`config.mk`:
```
export PLATFORM = sky130hd
export DESIGN_NAME = jlcg_ctrl
export DESIGN_NICKNAME = d
export VERILOG_FILES = /design/src/hw/rtl/jlcg_pkg.sv /design/src/hw/rtl/jlcg_ctrl.sv
export SDC_FILE = /design/constraint.sdc
export NUM_CORES = 1
export LEC_CHECK = 0
export BUFFER_PORTS_ARGS = -buffer_cell sky130_fd_sc_hd__buf_2
export CAP_MARGIN = 20
export CORE_MARGIN = 3
export CORE_UTILIZATION = 50
export CTS_CLUSTER_DIAMETER = 50
export DETAILED_ROUTE_END_ITERATION = 10
export PLACE_DENSITY = 0.7
export SETUP_SLACK_MARGIN = 0.1
export SYNTH_ARGS = -nofsm -noshare
export SYNTH_HDL_FRONTEND = slang
export SYNTH_SLANG_ARGS = --single-unit
```
`constraint.sdc`:
```
create_clock -name clk -period 2.3 [get_ports clk]
set_clock_uncertainty 0.1 [all_clocks]
set_input_delay 0.345 -clock clk [delete_from_list [all_inputs] [get_ports clk]]
set_output_delay 0.345 -clock clk [all_outputs]
set_load 0.01 [all_outputs]
```
`src/hw/rtl/jlcg_pkg.sv`:
```
// ----------------------------------------------------------------------------
// Package for the 48-bit linear congruential generator
// Holds the request kinds, register indexes, datapath operation and operand
// codes, and the command and status structs between controller and datapath.
// ----------------------------------------------------------------------------
package jlcg_pkg;

  localparam int REG_W   = 48;
  localparam int DATA_W  = 64;
  localparam int BOUND_W = 31;

  typedef logic [1:0] cfg_idx_t;
  localparam cfg_idx_t CFG_MULT = 2'd0;
  localparam cfg_idx_t CFG_INC  = 2'd1;
  localparam cfg_idx_t CFG_INV  = 2'd2;

  localparam logic [REG_W-1:0] MULT_RESET = 48'd25214903917;
  localparam logic [REG_W-1:0] INC_RESET  = 48'd11;
  localparam logic [REG_W-1:0] INV_RESET  = 48'd246154705703781;

  typedef logic [3:0] kind_t;
  localparam kind_t KIND_LOAD   = 4'd0;
  localparam kind_t KIND_BITS   = 4'd1;
  localparam kind_t KIND_BOUND  = 4'd2;
  localparam kind_t KIND_LONG   = 4'd3;
  localparam kind_t KIND_FLOAT  = 4'd4;
  localparam kind_t KIND_DOUBLE = 4'd5;
  localparam kind_t KIND_FWD    = 4'd6;
  localparam kind_t KIND_BACK   = 4'd7;
  localparam kind_t KIND_CHUNK  = 4'd8;

  localparam logic [5:0] W_32 = 6'd32;
  localparam logic [5:0] W_31 = 6'd31;
  localparam logic [5:0] W_24 = 6'd24;
  localparam logic [5:0] W_26 = 6'd26;
  localparam logic [5:0] W_27 = 6'd27;

  localparam logic [9:0] RETRY_MAX = 10'd1023;

  typedef logic [4:0] op_t;
  localparam op_t OP_NONE     = 5'd0;
  localparam op_t OP_CAPTURE  = 5'd1;
  localparam op_t OP_LOAD_IN  = 5'd2;
  localparam op_t OP_MUL      = 5'd3;
  localparam op_t OP_STEP     = 5'd4;
  localparam op_t OP_V_BITS   = 5'd5;
  localparam op_t OP_V_DRAW   = 5'd6;
  localparam op_t OP_V_HI     = 5'd7;
  localparam op_t OP_V_LONG   = 5'd8;
  localparam op_t OP_V_DBL    = 5'd9;
  localparam op_t OP_V_PROD31 = 5'd10;
  localparam op_t OP_DIV      = 5'd11;
  localparam op_t OP_V_REM    = 5'd12;
  localparam op_t OP_PS_INITM = 5'd13;
  localparam op_t OP_PS_INITI = 5'd14;
  localparam op_t OP_PS_AS    = 5'd15;
  localparam op_t OP_PS_AP    = 5'd16;
  localparam op_t OP_PS_S     = 5'd17;
  localparam op_t OP_PS_P     = 5'd18;
  localparam op_t OP_SAVE_G   = 5'd19;
  localparam op_t OP_T        = 5'd20;
  localparam op_t OP_SUB      = 5'd21;
  localparam op_t OP_FWD      = 5'd22;
  localparam op_t OP_BACK     = 5'd23;
  localparam op_t OP_XS       = 5'd24;
  localparam op_t OP_CHUNK    = 5'd25;
  localparam op_t OP_ZERO     = 5'd26;
  localparam op_t OP_EMIT     = 5'd27;

  typedef logic [3:0] msel_t;
  localparam msel_t M_SEED_MULT = 4'd0;
  localparam msel_t M_BOUND_DR  = 4'd1;
  localparam msel_t M_AP_S      = 4'd2;
  localparam msel_t M_AP_P      = 4'd3;
  localparam msel_t M_P_S       = 4'd4;
  localparam msel_t M_P_P       = 4'd5;
  localparam msel_t M_AP_SEED   = 4'd6;
  localparam msel_t M_INC_G     = 4'd7;
  localparam msel_t M_T_AP      = 4'd8;
  localparam msel_t M_CX_XS     = 4'd9;
  localparam msel_t M_CZ_ZS     = 4'd10;

  typedef struct packed {
    op_t        op;
    msel_t      msel;
    logic [5:0] width;
  } cmd_t;

  typedef struct packed {
    kind_t      kind;
    logic [5:0] bits;
    logic       pow2;
    logic       n_zero;
    logic       n_lsb;
    logic       mul_done;
    logic       div_done;
    logic       reject;
    logic       out_free;
  } stat_t;

endpackage

```
`src/hw/rtl/jlcg_ctrl.sv`:
```
// ----------------------------------------------------------------------------
// Generator controller
// Sequences each request through the datapath: seed loads, draws, the rejection
// loop, square-and-multiply jumps and chunk seed derivation.
// ----------------------------------------------------------------------------
module jlcg_ctrl (
  input  logic            clk,
  input  logic            rst,
  input  logic            s_valid,
  output logic            s_ready,
  input  jlcg_pkg::stat_t st,
  output jlcg_pkg::cmd_t  cmd
);

  localparam logic [4:0] S_IDLE     = 5'd0;
  localparam logic [4:0] S_DISPATCH = 5'd1;
  localparam logic [4:0] S_MUL_GO   = 5'd2;
  localparam logic [4:0] S_MUL_WAIT = 5'd3;
  localparam logic [4:0] S_K1       = 5'd4;
  localparam logic [4:0] S_K2P      = 5'd5;
  localparam logic [4:0] S_K2D      = 5'd6;
  localparam logic [4:0] S_K2W      = 5'd7;
  localparam logic [4:0] S_K2C      = 5'd8;
  localparam logic [4:0] S_K3A      = 5'd9;
  localparam logic [4:0] S_K3B      = 5'd10;
  localparam logic [4:0] S_K4       = 5'd11;
  localparam logic [4:0] S_K5A      = 5'd12;
  localparam logic [4:0] S_K5B      = 5'd13;
  localparam logic [4:0] S_PS_TEST  = 5'd14;
  localparam logic [4:0] S_PS_B     = 5'd15;
  localparam logic [4:0] S_PS_C     = 5'd16;
  localparam logic [4:0] S_PS_D     = 5'd17;
  localparam logic [4:0] S_PS_END   = 5'd18;
  localparam logic [4:0] S_PS_INIT2 = 5'd19;
  localparam logic [4:0] S_F2       = 5'd20;
  localparam logic [4:0] S_B2       = 5'd21;
  localparam logic [4:0] S_B3       = 5'd22;
  localparam logic [4:0] S_C1       = 5'd23;
  localparam logic [4:0] S_C2       = 5'd24;
  localparam logic [4:0] S_C3       = 5'd25;
  localparam logic [4:0] S_C4       = 5'd26;
  localparam logic [4:0] S_C5       = 5'd27;
  localparam logic [4:0] S_C6       = 5'd28;
  localparam logic [4:0] S_C7       = 5'd29;
  localparam logic [4:0] S_EMIT     = 5'd30;

  logic [4:0]          state;
  logic [4:0]          state_next;
  logic [4:0]          ret;
  logic [4:0]          ret_next;
  jlcg_pkg::msel_t     msel;
  jlcg_pkg::msel_t     msel_next;
  jlcg_pkg::op_t       wop;
  jlcg_pkg::op_t       wop_next;
  logic [5:0]          wid;
  logic [5:0]          wid_next;
  logic                pass2;
  logic                pass2_next;
  logic [9:0]          tries;
  logic [9:0]          tries_next;

  assign s_ready = (state == S_IDLE);

  always_comb begin
    state_next = state;
    ret_next   = ret;
    msel_next  = msel;
    wop_next   = wop;
    wid_next   = wid;
    pass2_next = pass2;
    tries_next = tries;
    cmd.op     = jlcg_pkg::OP_NONE;
    cmd.msel   = msel;
    cmd.width  = wid;
    unique case (state)
      S_IDLE: begin
        if (s_valid) begin
          cmd.op     = jlcg_pkg::OP_CAPTURE;
          state_next = S_DISPATCH;
        end
      end
      S_DISPATCH: begin
        pass2_next = 1'b0;
        tries_next = '0;
        msel_next  = jlcg_pkg::M_SEED_MULT;
        wop_next   = jlcg_pkg::OP_STEP;
        wid_next   = jlcg_pkg::W_32;
        state_next = S_MUL_GO;
        unique case (st.kind)
          jlcg_pkg::KIND_LOAD: begin
            cmd.op     = jlcg_pkg::OP_LOAD_IN;
            state_next = S_EMIT;
          end
          jlcg_pkg::KIND_BITS: begin
            wid_next = st.bits;
            ret_next = S_K1;
          end
          jlcg_pkg::KIND_BOUND: begin
            wid_next = jlcg_pkg::W_31;
            ret_next = st.pow2 ? S_K2P : S_K2D;
          end
          jlcg_pkg::KIND_LONG:   ret_next = S_K3A;
          jlcg_pkg::KIND_FLOAT: begin
            wid_next = jlcg_pkg::W_24;
            ret_next = S_K4;
          end
          jlcg_pkg::KIND_DOUBLE: begin
            wid_next = jlcg_pkg::W_26;
            ret_next = S_K5A;
          end
          jlcg_pkg::KIND_FWD, jlcg_pkg::KIND_BACK: begin
            cmd.op     = jlcg_pkg::OP_PS_INITM;
            state_next = S_PS_TEST;
          end
          jlcg_pkg::KIND_CHUNK: begin
            cmd.op   = jlcg_pkg::OP_LOAD_IN;
            ret_next = S_C1;
          end
          default: begin
            cmd.op     = jlcg_pkg::OP_ZERO;
            state_next = S_EMIT;
          end
        endcase
      end
      S_MUL_GO: begin
        cmd.op     = jlcg_pkg::OP_MUL;
        state_next = S_MUL_WAIT;
      end
      S_MUL_WAIT: begin
        if (st.mul_done) begin
          cmd.op     = wop;
          state_next = ret;
        end
      end
      S_K1: begin
        cmd.op     = jlcg_pkg::OP_V_BITS;
        state_next = S_EMIT;
      end
      S_K2P: begin
        msel_next  = jlcg_pkg::M_BOUND_DR;
        wop_next   = jlcg_pkg::OP_V_PROD31;
        ret_next   = S_EMIT;
        state_next = S_MUL_GO;
      end
      S_K2D: begin
        cmd.op     = jlcg_pkg::OP_DIV;
        state_next = S_K2W;
      end
      S_K2W: begin
        if (st.div_done) begin
          state_next = S_K2C;
        end
      end
      S_K2C: begin
        cmd.op = jlcg_pkg::OP_V_REM;
        if (!st.reject || tries == jlcg_pkg::RETRY_MAX) begin
          state_next = S_EMIT;
        end else begin
          tries_next = tries + 10'd1;
          ret_next   = S_K2D;
          state_next = S_MUL_GO;
        end
      end
      S_K3A: begin
        cmd.op     = jlcg_pkg::OP_V_HI;
        ret_next   = S_K3B;
        state_next = S_MUL_GO;
      end
      S_K3B: begin
        cmd.op     = jlcg_pkg::OP_V_LONG;
        state_next = S_EMIT;
      end
      S_K4: begin
        cmd.op     = jlcg_pkg::OP_V_DRAW;
        state_next = S_EMIT;
      end
      S_K5A: begin
        cmd.op     = jlcg_pkg::OP_V_HI;
        wid_next   = jlcg_pkg::W_27;
        ret_next   = S_K5B;
        state_next = S_MUL_GO;
      end
      S_K5B: begin
        cmd.op     = jlcg_pkg::OP_V_DBL;
        state_next = S_EMIT;
      end
      S_PS_TEST: begin
        if (st.n_zero) begin
          state_next = S_PS_END;
        end else if (st.n_lsb) begin
          msel_next  = jlcg_pkg::M_AP_S;
          wop_next   = jlcg_pkg::OP_PS_AS;
          ret_next   = S_PS_B;
          state_next = S_MUL_GO;
        end else begin
          state_next = S_PS_C;
        end
      end
      S_PS_B: begin
        msel_next  = jlcg_pkg::M_AP_P;
        wop_next   = jlcg_pkg::OP_PS_AP;
        ret_next   = S_PS_C;
        state_next = S_MUL_GO;
      end
      S_PS_C: begin
        msel_next  = jlcg_pkg::M_P_S;
        wop_next   = jlcg_pkg::OP_PS_S;
        ret_next   = S_PS_D;
        state_next = S_MUL_GO;
      end
      S_PS_D: begin
        msel_next  = jlcg_pkg::M_P_P;
        wop_next   = jlcg_pkg::OP_PS_P;
        ret_next   = S_PS_TEST;
        state_next = S_MUL_GO;
      end
      S_PS_END: begin
        if (pass2) begin
          msel_next  = jlcg_pkg::M_INC_G;
          wop_next   = jlcg_pkg::OP_T;
          ret_next   = S_B2;
          state_next = S_MUL_GO;
        end else begin
          cmd.op = jlcg_pkg::OP_SAVE_G;
          if (st.kind == jlcg_pkg::KIND_FWD) begin
            msel_next  = jlcg_pkg::M_AP_SEED;
            wop_next   = jlcg_pkg::OP_T;
            ret_next   = S_F2;
            state_next = S_MUL_GO;
          end else begin
            state_next = S_PS_INIT2;
          end
        end
      end
      S_PS_INIT2: begin
        cmd.op     = jlcg_pkg::OP_PS_INITI;
        pass2_next = 1'b1;
        state_next = S_PS_TEST;
      end
      S_F2: begin
        msel_next  = jlcg_pkg::M_INC_G;
        wop_next   = jlcg_pkg::OP_FWD;
        ret_next   = S_EMIT;
        state_next = S_MUL_GO;
      end
      S_B2: begin
        cmd.op     = jlcg_pkg::OP_SUB;
        state_next = S_B3;
      end
      S_B3: begin
        msel_next  = jlcg_pkg::M_T_AP;
        wop_next   = jlcg_pkg::OP_BACK;
        ret_next   = S_EMIT;
        state_next = S_MUL_GO;
      end
      S_C1: begin
        cmd.op     = jlcg_pkg::OP_V_HI;
        ret_next   = S_C2;
        state_next = S_MUL_GO;
      end
      S_C2: begin
        cmd.op     = jlcg_pkg::OP_V_LONG;
        state_next = S_C3;
      end
      S_C3: begin
        cmd.op     = jlcg_pkg::OP_XS;
        ret_next   = S_C4;
        state_next = S_MUL_GO;
      end
      S_C4: begin
        cmd.op     = jlcg_pkg::OP_V_HI;
        ret_next   = S_C5;
        state_next = S_MUL_GO;
      end
      S_C5: begin
        cmd.op     = jlcg_pkg::OP_V_LONG;
        state_next = S_C6;
      end
      S_C6: begin
        msel_next  = jlcg_pkg::M_CX_XS;
        wop_next   = jlcg_pkg::OP_T;
        ret_next   = S_C7;
        state_next = S_MUL_GO;
      end
      S_C7: begin
        msel_next  = jlcg_pkg::M_CZ_ZS;
        wop_next   = jlcg_pkg::OP_CHUNK;
        ret_next   = S_EMIT;
        state_next = S_MUL_GO;
      end
      S_EMIT: begin
        if (st.out_free) begin
          cmd.op     = jlcg_pkg::OP_EMIT;
          state_next = S_IDLE;
        end
      end
      default: state_next = S_IDLE;
    endcase
  end

  always_ff @(posedge clk) begin
    if (rst) begin
      state <= S_IDLE;
      ret   <= S_IDLE;
      msel  <= jlcg_pkg::M_SEED_MULT;
      wop   <= jlcg_pkg::OP_NONE;
      wid   <= jlcg_pkg::W_32;
      pass2 <= 1'b0;
      tries <= '0;
    end else begin
      state <= state_next;
      ret   <= ret_next;
      msel  <= msel_next;
      wop   <= wop_next;
      wid   <= wid_next;
      pass2 <= pass2_next;
      tries <= tries_next;
    end
  end

`ifndef SYNTHESIS
  a_wait_holds: assert property (@(posedge clk) disable iff (rst)
    (state == S_MUL_WAIT && !st.mul_done) |=> (state == S_MUL_WAIT))
    else $error("controller left the multiply wait early");
  a_accept_dispatch: assert property (@(posedge clk) disable iff (rst)
    (s_valid && s_ready) |=> (state == S_DISPATCH))
    else $error("accepted item not dispatched");
  a_emit_free: assert property (@(posedge clk) disable iff (rst)
    (cmd.op == jlcg_pkg::OP_EMIT) |-> st.out_free)
    else $error("result written over a pending result");
`endif

endmodule
```
; Yosys cells after proc, flatten, opt, wreduce, memory -nomap -nowiden
; Index checks and enable logic that the tools add are counted.
[op_classes]
n_addsub = 1
n_eq_ne = 48
muxes = 37
n_reduce_logical = 22
[ops]
columns = cell, n
row1 = 5-bit case mux with 16 select lines, 2
row2 = 5-bit 2-to-1 mux, 18
row3 = "5-bit == test, second input constant", 15
row4 = 5-bit case mux with 14 select lines, 1
row5 = 5-bit case mux with 11 select lines, 1
row6 = 4-bit case mux with 11 select lines, 1
row7 = "5-bit by 4-bit == test with 1-bit output, second input constant", 8
row8 = 5-bit case mux with 6 select lines, 1
row9 = 6-bit case mux with 4 select lines, 1
row10 = "5-bit by 3-bit == test with 1-bit output, second input constant", 4
row11 = 10-bit case mux with 2 select lines, 1
row12 = "4-bit by 3-bit == test with 1-bit output, second input constant", 4
row13 = 4-bit 2-to-1 mux, 4
row14 = 5-bit case mux with 3 select lines, 1
row15 = "2-bit inequality test, second input constant", 7
row16 = 14-bit nonzero test, 1
row17 = 13-bit OR reduction, 1
row18 = 6-bit case mux with 2 select lines, 1
row19 = 4-bit OR reduction, 3
row20 = 11-bit nonzero test, 1
row21 = "10-bit by 1-bit adder with 10-bit output, second input constant", 1
row22 = "10-bit == test, second input constant", 1
row23 = "5-bit by 2-bit == test with 1-bit output, second input constant", 2
row24 = 10-bit 2-to-1 mux, 1
row25 = 22 further kinds, 27
[totals]
regBits = 36
out_inout_bits = 16
word_cells = 115

; Depth between registers and ports, before layout
; Gate-level depths: netlist (run 1).
[depth]
ltp_word = 4
depth_mapped = 9
mapped_depth_nobuf = 6

; Least setup slack after synthesis (run 1)
; No wires, ideal clock.
[synth_timing]
path_type = register to output
startpoint = register state[4]
endpoint = output port cmd[10] in the netlist's numbering
arrival_ns = 1.669
required_ns = 1.855
slack_ns = 0.186
stages_incl_launch_ff = 8
path_buffers = 4
cell_sequence = dfxtp_1 buf_2 buf_4 clkbuf_1 buf_1 nor2_1 a32oi_1 o311ai_0
[synth_rtl]
columns = item, line_no
row1 = "start, declared", jlcg_ctrl.sv:47  ; logic [4:0] state;
row2 = "start signal, assigned", jlcg_ctrl.sv:311  ; state <= state_next;
row3 = "end, declared", jlcg_ctrl.sv:12  ; output jlcg_pkg::cmd_t cmd

==> results of run 1 <==
## cells in the mapped netlist, types with 5 or more instances
library cell | count | area [sq um]
o21ai_0 | 45 | 225.2
dfxtp_1 | 36 | 720.7
xnor2_1 | 5 | 43.79
or4_1 | 6 | 45.04
clkbuf_1 | 17 | 63.81
nand3_1 | 20 | 100.1
nor3_1 | 7 | 35.03
nand2b_1 | 8 | 50.05
o31ai_1 | 8 | 60.06
o311ai_0 | 5 | 43.79
mux2i_1 | 7 | 70.07
nor2_1 | 35 | 131.4
a31oi_1 | 5 | 31.28
inv_1 | 8 | 30.03
buf_2 | 18 | 90.09
nor2b_1 | 17 | 106.4
and2_1 | 5 | 31.28
nand2_1 | 25 | 93.84
o22ai_1 | 7 | 43.79
or3_1 | 7 | 43.79
a21oi_1 | 55 | 275.3
## what timing repair did
item                                    4_1_cts  5_1_grt
hold buffers                                  0        0
gates cloned                                  3        0
gates resized for setup                      41       58
setup buffers                                11        9
pin swaps                                    16       24
endpoints found under the setup margin       18       26
## layout make-up
cell class                      instances  share of cell area
Multi-Input combinational cell        362              0.5702
Timing Repair Buffer                  125              0.2184
Sequential cell                        36              0.1628
Tap cell                               75             0.02073
Clock buffer                            5             0.01520
Inverter                                9            0.008568
Clock inverter                          3            0.004146
## worst max-delay path, stage by stage, from the launching register on
cell and delay, ns:
dfxtp_4 0.39, buf_12 0.14, or3_4 0.37, nor2_4 0.10, and3_4 0.24, a221oi_2 0.05
o311ai_1 0.07, buf_2 0.17
## metal layers
layer / share of wire / track usage / vias to the layer above
li1: - / - / 1890
met1: 0.42 / 0.4629 / 1872
met2: 0.46 / 0.5284 / 240
met3: 0.095 / 0.06939 / 44
met4: 0.032 / 0.1076 / 0
met5: 0 / 0 / -
## cell families (layout without fill, tap and decap cells)
logic type                 count (synthesis)  after routing  share of synthesized area
AOI/OAI and AO/OA                        179            180                     0.3556
and+or+nand+nor                          167            167                     0.2985
adders and majority gates                  2              2                   0.007375
buffers and inverters                     51            142                    0.07492
xor gates and xnor gates                   5              5                    0.01359
DFF                                       36             36                     0.2236
muxes                                      8              8                    0.02640
## cells in the final DEF (no fill, tap or decap), types with 6 or more instances in the layout
cell type,instances
a21oi_1,45
a21oi_2,9
buf_2,34
buf_4,72
buf_6,14
dfxtp_1,31
inv_1,7
mux2i_1,7
nand2_1,25
nand2b_1,6
nand3_1,19
nor2_1,29
nor2b_1,13
o21ai_0,43
o22ai_1,7
## state kept, by name, summed over array words and instances (netlist names)
name,cells
wop,5
tries,10
ret,5
pass2,1
wid,6
msel,4
state,5
## report_power, final
group	internal (W)	leakage [nW]	switching (W)
clock network	0.000212	0.0479	0.000267
registers	0.000794	0.296	0.000176
logic	0.00209	1.35	0.00237
total	0.00310	1.70	0.00281
## path summary, 6_finish.rpt
path	depth (start not counted)	slack, ns	from	end
min reg2reg	2	0.37	ret[1]	ret[1]
max	7	0.005	state[4]	cmd[10]
min	4	0.30	st[3]	state[0]
max reg2reg	7	0.04	state[1]	tries[7]
## through the flow
step / power, W / instances / hold slack, ns
6_report: 0.005910 / 615 / 0.2993
5_1_grt: 0.006254 / 615 / 0.3356
4_1_cts: 0.005403 / 606 / 0.2950
3_5_place_dp: 0.004413 / 584 / 0.3592
3_3_place_gp: 0.004406 / 584 / 0.3485
2_1_floorplan: 0.003098 / 448 / 0.3347
==> run summary, run 1 <==
The flow ran to the end, and the final reports show no timing, DRC or antenna violations. The logs give 19 for the largest net degree at the start of global routing and 0.9822 mV for the peak ir drop on the vdd network. 0 antenna diodes ended up in the layout.

For this design the static power due to leakage is 1.696 nW. Across the run, the number of max-cap violations was 0. The first global-routing pass estimated 19760 um of wire. For the final number of hold-violating endpoints, the log shows 0. The total grt overflow is 0. The final critical-path required period was 2.295 ns; the number of nets in the finished design was 560. Horizontal die dimension: 86.29 um. The top fanout value on the critical path was 5; the area of the core was 6096 sq um. The logs give 12600 um for the sum of routed wire length over all layers and 0.3367 for the global-route usage over all layers.

The total CTS buffers came out at 5. The placement-stage worst setup slack came out at 0.02959 ns. During placement, the flow inserted port buffers numbering 35. The power per cell area was 1306 nW/um^2; the number of distinct standard cells referenced by the synthesized netlist was 74.

The smallest setup slack after layout is 0.004606 ns. After clock tree synthesis, the clock-pin slew on the worst setup and hold paths is 0.09 ns. During synthesis, Yosys emitted a total of 0 warnings.

The final period utilization came out at 0.9980. TritonCTS built the clock tree. The via density per instance is 6.579, and the sequential cell area fraction in the yosys report is 0.2236. The total via count in the routed design was 4046; the share of the core filled with cells in the final layout was 0.7426. 36 I/O pins were placed.

The clock reaches the later pin of the worst-skew pair after 0.31 ns. The most used flip-flop cell after synthesis is dfxtp_1. The fill cell instance count of the final layout is 494.

The longest clock path from root to sink contains 2 buffers. The number of enable flip-flop cells after synthesis was 0. The worst setup path is of the reg -> out kind. The clock drives 36 sinks.

Across the whole layout, storage elements account for 737.0 sq um. The root buffer cell chosen for the clock tree is clkbuf_8. The post-synthesis instance total is 448, and the register bit count reported by yosys is 36.

Setup violations remaining at the end of the flow were counted as 0. After detailed routing, the average wire length per cell comes to 20.48 um. Data on the critical path arrives at its endpoint at 1.85 ns.

The placed wire-length estimate after detailed placement came out at 8764 um. The height of the chip was 86.29 um; the share of synthesized flip-flops with an asynchronous set or reset was 0. The finished cells cover 4527 sq um. The standard-cell row count was 28; the area of the mapped netlist was 3223 sq um. The worst slew margin relative to its limit is 0.6593. The detailed router's first-iteration violation count came out at 502.

H-tree level count: 2. In this run the cell area measured after placement is 3820 sq um. Setup repair after global routing could not meet its margin everywhere. For the detailed-router iteration count before antenna repair, the log shows 5. Worst min-delay path category: in -> reg.

The congestion estimate from routability-driven global placement came to 0.9615. Relative to the synthesized area, the layout overhead comes to 40.45%. In the final layout, the multi-input gates occupy 2581 sq um. In the routed design, unresolved DRC markers number 0. The slew at the pin closest to its max-slew limit came out at 0.5098 ns. The worst setup path is captured at an output pin. The aggregate negative setup slack was 0 ns. STA puts the critical path data required time at 1.86 ns. The logs give 0.5287 for the effective utilization at floorplan and 0 for the number of antenna violations at the first check in global routing. The sort of element at the start of the critical path was a flip-flop.

The run gives 0.4357 GHz as the top achievable clock speed. The max-slew violation count came out at 0. The final antenna-violating net count came out at 0. The number of nets in the synthesized netlist is 469. Mean post-synth cell area: 7.194 sq um. The floorplan step defined a die boundary enclosing 7446 sq um. The fraction of layout cells with a size suffix above 1 was 0.3833; the via count of the first global-routing pass was 3716.
Note: power is estimated with default switching activity, not from simulation.
==> run 2, diff against run 1 <==
Settings changed: RECOVER_POWER from default to 50.
==> run 2 against run 1 <==
Count of clock-buffer cells in the layout unchanged. First-iteration DRC count down 0.60%. Register-to-register slack about the same. Worst hold slack better by 0.0080 ns. Critical path depth unchanged. Global-route usage unchanged. Cell count unchanged. Non-clock buffer count unchanged. Die area unchanged. Sequential cell count unchanged. Routed wire length up 0.43%. Maximum frequency up 0.26%. Critical endpoint is now cmd[13]. Largest cell class unchanged. Highest routed layer unchanged.
==> run summary, run 2 (synthesis results as in run 1) <==
The run gives 0.3367 as the global-route usage over all layers. The fraction of layout cells with a size suffix above 1 was 0.3630. Entering global routing, the biggest net connects 19 pins.

The min-delay analysis places its worst path in the category in -> reg. The tools report the via count of the first global-routing pass as 3716. The routed layout has 4040 vias. Setup repair after global routing could not meet its margin everywhere. The run gives 0.31 ns as the insertion delay of the later-clocked pin in the worst-skew pair.

The CTS root buffer was clkbuf_8. For the worst setup path, the data required time is 1.86 ns. The worst flop-to-flop path startpoint is state[1]. The logs give 0.05 ns for the worst-case register-to-register setup slack and 6 for the detailed-router iteration count before antenna repair. The tools report the wire length of the first global-routing pass as 19760 um. Cell with the largest stage delay on the worst path: dfxtp_4. The worst register-to-register path ends at tries[7].

The standard-cell row count was 28; the depth of the worst register-to-register path was 7. The top fanout value on the critical path is 5. The worst hold path was traced through 4 stages.

Setup slack on the critical path of the routed design comes to 0.01051 ns. Buffers inserted during clock tree synthesis total 5. For this block, the initial DRC count from the detailed router was 499. The slew at the pin closest to its max-slew limit was 0.5068 ns; the leakage power was 1.652 nW. For the H-tree level count, the log shows 2. The critical path is of the reg -> out type. The tools report the total DRC errors in the routed layout as 0. The tools report the start point of the worst min-delay path as st[3]. Dividing the detail-routed wire length by the instance count gives 20.57 um. The horizontal die dimension is 86.29 um. In the final layout, the registers with the most flip-flops are tries (10), wid (6). Setup violations remaining at the end of the flow were counted as 0.

Summing all placed instances gives a cell area of 3820 sq um. At the end of routability-driven placement, the weighted congestion stood at 0.9615. The tightest hold margin came out at 0.3073 ns. TritonCTS built the clock tree.

The sequential cells in the finished layout cover a total of 737.0 sq um. IR analysis of the VDD net gives a maximum drop of 0.9796 mV. The tools report the max-slew violation count as 0. In the layout the commonest cells are buf_4, a21oi_1, o21ai_0. Counting the fill cells in the layout gives 501. The critical path starts at state[4].

STA classifies the critical path endpoint as an output pin. For the finished layout, the period the worst path requires is 2.289 ns. The clock transition time at the flip-flop clock pins of the worst setup and hold paths was 0.09 ns; the top-level port count was 36. The worst slew margin relative to its limit came out at 0.6613. The final number of hold-violating endpoints is 0. For this run, the top clock speed supported by timing is 0.4368 GHz. Leading cell type in the layout, fill and taps excluded: buf_4. The sum of routed wire length over all layers was 12650 um. The total grt overflow was 0; the via density per instance was 6.569.

The area of the core is 6096 sq um. The tree built by TritonCTS fans out to 36 sinks. The maximum buffer depth of the clock tree is 2, and the post-route cell area is 4511 sq um.

Dividing total power by cell area gives a power density of 1307 nW/um^2. The worst setup path is launched from a flip-flop. Input and output buffers added on the ports amount to 35.

The register with the most flip-flops is tries. The effective utilization at floorplan was 0.5287; the number of flip-flops under the largest register name was 10. The flow ran to the end, and the final reports show no timing, DRC or antenna violations. 0 antenna diodes ended up in the layout.

Prior to clock tree synthesis, the placed netlist has a worst setup slack of 0.02959 ns. The area growth from synthesis to layout is 39.95%. The tools report the number of antenna violations at the first check in global routing as 0. The height of the chip works out to 86.29 um. The worst hold endpoint was state[0].

The final antenna-violating net count is 0, and the final period utilization is 0.9954. The tools report the full die area as 7446 sq um. The largest single stage delay on the critical path is 0.39 ns. The max-capacitance violation count is 0, and the hold buffer count at cts is 0. Worst path arrival time: 1.84 ns.

Walking the worst path, the cells encountered are buf_12, or3b_1, buf_4, a21oi_2, o21ai_1, nand3_1, buf_2. The placed wire-length estimate after detailed placement was 8764 um. At the end of the flow, the number of nets in the layout was 560. The area of the multi-input gates came out at 2581 sq um.
## run 2: changes by cell type in the layout (fill, tap and decap cells not counted)
cell | previous run | this run
buf_2 | 34 | 24
buf_4 | 72 | 71
clkbuf_1 | 0 | 11
## run 2: area by class of cell
type / instances / share of cell area
clock buffer: 5 / 0.01526
clock inverter: 3 / 0.004161
inverter: 9 / 0.008599
multi-input combinational: 362 / 0.5723
sequential: 36 / 0.1634
tap: 75 / 0.02080
timing repair buffer: 125 / 0.2155
## run 2: how the worst max path moves through the flow
stage,endpoint,slack (ns),depth (start not counted)
after global routing,cmd[10],-0.06,8
after global placement,ret[2],0.06,8
after floorplan,cmd[10],0.19,7
after CTS,cmd[10],0.02,7
after detailed placement,ret[2],0.03,8
final,cmd[13],0.01,7
## run 2: what timing repair did
item	CTS	global route
gates resized for setup	41	58
buffers inserted	11	9
cloned	3	0
pin swaps	16	24
setup endpoints to repair	18	26
## run 2: critical path, delay by kind of cell (launching register included)
kind | cells | cell delay [ns]
flops | 1 | 0.39
compound gates | 2 | 0.21
buf+inv | 3 | 0.45
simple gates | 2 | 0.47
## run 2: power by group
group	switching [W]	internal (W)
Combinational	0.00237	0.00207
Sequential	0.000177	0.000794
Clock	0.000267	0.000212
Total	0.00282	0.00308
## run 2: metrics by stage
step           power, W  setup TNS [ns]    util  instances
2_1_floorplan  0.003098               0       -        448
3_3_place_gp   0.004406               0  0.6266        584
3_5_place_dp   0.004413               0  0.6266        584
4_1_cts        0.005403               0  0.6899        606
5_1_grt        0.006231         -0.1524  0.7399        615
6_report       0.005894               0  0.7399        615
## run 2: per-layer routing
layer | track usage | up-vias | wire [um]
met4 | 0.1076 | 0 | 318
met1 | 0.4629 | 1876 | 5269
met5 | 0 | - | 0
li1 | - | 1891 | -
met3 | 0.06939 | 33 | 1223
met2 | 0.5284 | 240 | 5840
==> run 3, diff against run 2 <==
--- a/constraint.sdc
+++ b/constraint.sdc
@@ -4,2 +4,2 @@
 set_output_delay 0.345 -clock clk [all_outputs]
-set_load 0.01 [all_outputs]
+set_load 0.05 [all_outputs]
==> run 3 against run 2 <==
The flow now finishes with violations (negative setup slack). Register-to-register slack improved by 0.02 ns. Core utilization down 0.94 points. Via count is 1.8% higher. Maximum frequency decreased by 2.7%. Clock power shrank 1%. Critical path depth did not move. Routed wire length down 3.1%. Global-route usage is 1.9 points lower. Die area did not move. Largest cell class unchanged.
==> run summary, run 3 (synthesis results as in run 1) <==
After legalization and detailed placement, the total HPWL measured 8573 um. Along the worst path, the maximum fanout reaches 19. The top achievable clock speed came out at 0.4252 GHz. For the final antenna-violating net count, the log shows 0. The tools report the cell count after placement as 587. The share of the core filled with cells in the final layout was 0.7305.

Cell with the largest stage delay on the worst path: dfxtp_2. The final critical-path required period is 2.352 ns, and the worst slew margin relative to its limit is 0.5832. The worst hold path begins at st[9]. Across all layers, the routed design uses 4112 vias.

The final standard cell count with taps included and fillers excluded is 611. In the final routing, the length of wire on met1 measures 4987 um. Clock latency on the worst-skew pair, taken at its later pin, is 0.31 ns. The hold buffer count at cts is 0. The first global-routing pass estimated 18860 um of wire. STA classifies the critical path startpoint as a flip-flop. The flow ran to the end, but the final reports show violations.

The run gives 1272 um as the routed length on met3. In the final layout, the registers with the most flip-flops are tries (10), wid (6). Final period utilization: 1.023.

Compared with the post-synthesis result, the final layout area differs by 38.16%. Routability-driven placement finished with a final weighted congestion of 1.016. The largest net degree at the start of global routing came out at 20. Kind of cell with the highest combined delay on the critical path: buffers and inverters. For the number of antenna violations at the first check in global routing, the log shows 0. The run gives 0 as the max-slew violation count.

For this run, the slowest stage of the critical path takes 0.44 ns. Depth of the worst register-to-register path: 8. The type of element capturing the critical path was an output pin. The die covers 7446 sq um.

Buffer and inverter count on the worst path: 3. For hold timing, the worst endpoint is wid[2]. The slew at the pin closest to its max-slew limit is 0.6173 ns, and the H-tree level count is 2. In the final timing run, aggregate negative setup slack is -0.1898 ns. The worst-case IR drop observed on VDD is 1.221 mV. The count of endpoints failing setup in the final report was 5.

In this run the critical register-to-register path is launched from state[4]. After detailed routing, the number of vias per cell comes to 6.730. Global-route usage over all layers: 0.3180. Highest signal layer in the routed design: met4.

The standard-cell row count was 28. The library cell used most frequently in the layout, excluding fill and tap cells, is buf_4. The tools report the final number of hold-violating endpoints as 0. Clock-pin slew was measured on the worst setup and hold paths at 0.09 ns.

In this run the critical register-to-register path is captured at ret[2]. Detailed routing placed a total of 5472 um of wire on met2. CTS root buffer: clkbuf_8. The region available for standard cell placement spans 6096 sq um. The critical path goes through buf_4, buf_12, nor2_4, a31oi_1, o32a_1, nand3_2, buf_8. The tools report the detailed router's first-iteration violation count as 468. The top cell types in the final layout, fill and taps aside, are buf_4, a21oi_1, o21ai_0. Dividing total power by cell area gives a power density of 1463 nW/um^2. For the overall power consumption, the log shows 0.006513 W.

The tools report the top-level port count as 36. The worst hold path passes through 4 cells. Clock tree synthesis inserted a total of 5 buffers. The run gives 1.91 ns as the worst path arrival time. At the placement stage, the worst setup path has a slack of -0.03944 ns. Clock tree synthesis found a total of 36 sinks. Summed over all layers, the routed wires come to 12260 um. After detailed routing, the average wire length per cell comes to 20.07 um. Across all register-to-register paths, the minimum setup slack is 0.07 ns.

TritonCTS built the clock tree. Smallest setup slack after layout: -0.05199 ns. The checks that failed: negative setup slack.

After detailed routing, the number of remaining DRC violations is 0. For the detailed-router iteration count before antenna repair, the log shows 6. The run gives 0 as the number of antenna repair diodes. The worst min-delay path category was in -> reg.

For this run the aggregate overflow at the end of global routing stands at 0. Measured along the x axis, the die boundary spans 86.29 um. The logs give 1.86 ns for the required arrival time at the worst endpoint and 556 for the number of nets in the finished design. Input and output buffers added on the ports amount to 35.

The via count of the first global-routing pass is 3653, and the max-capacitance violation count is 0. The register with the most flip-flops in the layout has 10 of them. The category of the most critical setup path is reg -> out.

The fraction of layout cells with a size suffix above 1 works out to 0.3284. The register with the most flip-flops was tries. Counting along the longest clock path gives a buffer depth of 2. The height of the chip was 86.29 um.

Setup repair after global routing could not meet its margin everywhere. The analysis attributes to cell leakage a power of 1.645 nW. For the effective utilization at floorplan, the log shows 0.5287.
-- run 3: report_power, final --
part	leakage, nW	internal [W]	switching (W)	total (W)
clock network	0.0479	0.000212	0.000262	0.000473
registers	0.296	0.000794	0.000163	0.000957
logic	1.30	0.00220	0.00288	0.00508
total	1.65	0.00321	0.00331	0.00651
-- run 3: worst max path at each step --
stage	end	startpoint	cells after the start
after global routing	cmd[11]	state[1]	8
final	cmd[13]	state[2]	7
after floorplan	cmd[12]	state[0]	8
after detailed placement	ret[2]	st[13]	6
after global placement	ret[2]	state[2]	8
after CTS	cmd[10]	state[3]	6
-- run 3: repair_timing --
item / in CTS / in global routing
endpoints found under the setup margin: 14 / 15
gates resized for setup: 53 / 30
pin swaps: 9 / 20
setup buffers: 3 / 10
cloned: 1 / 2
-- run 3: final cells by class --
cell class,instances,area [sq um]
Multi-Input combinational cell,361,2519
Sequential cell,36,737.0
Clock buffer,5,68.82
Tap cell,75,93.84
Inverter,9,33.78
Fill cell,511,1643
Clock inverter,3,18.77
Timing Repair Buffer,122,982.2
-- run 3: tightest hold or removal path: stages --
cell and delay, ns:
buf_2 0.09, a21oi_1 0.09, or4_1 0.11, a21oi_1 0.06
-- run 3: routing by layer --
layer  vias up  track usage
met1      1910       0.4390
met5         -            0
li1       1874            -
met2       265       0.4856
met4         0       0.1303
met3        63      0.06084
-- run 3: stage by stage --
stage	instance area [sq um]	hold slack [ns]
finish	4453	0.3315
floorplan	3254	0.3347
detailed placement	3874	0.3525
global route	4453	0.3586
CTS	4204	0.3367
global placement	3874	0.3528
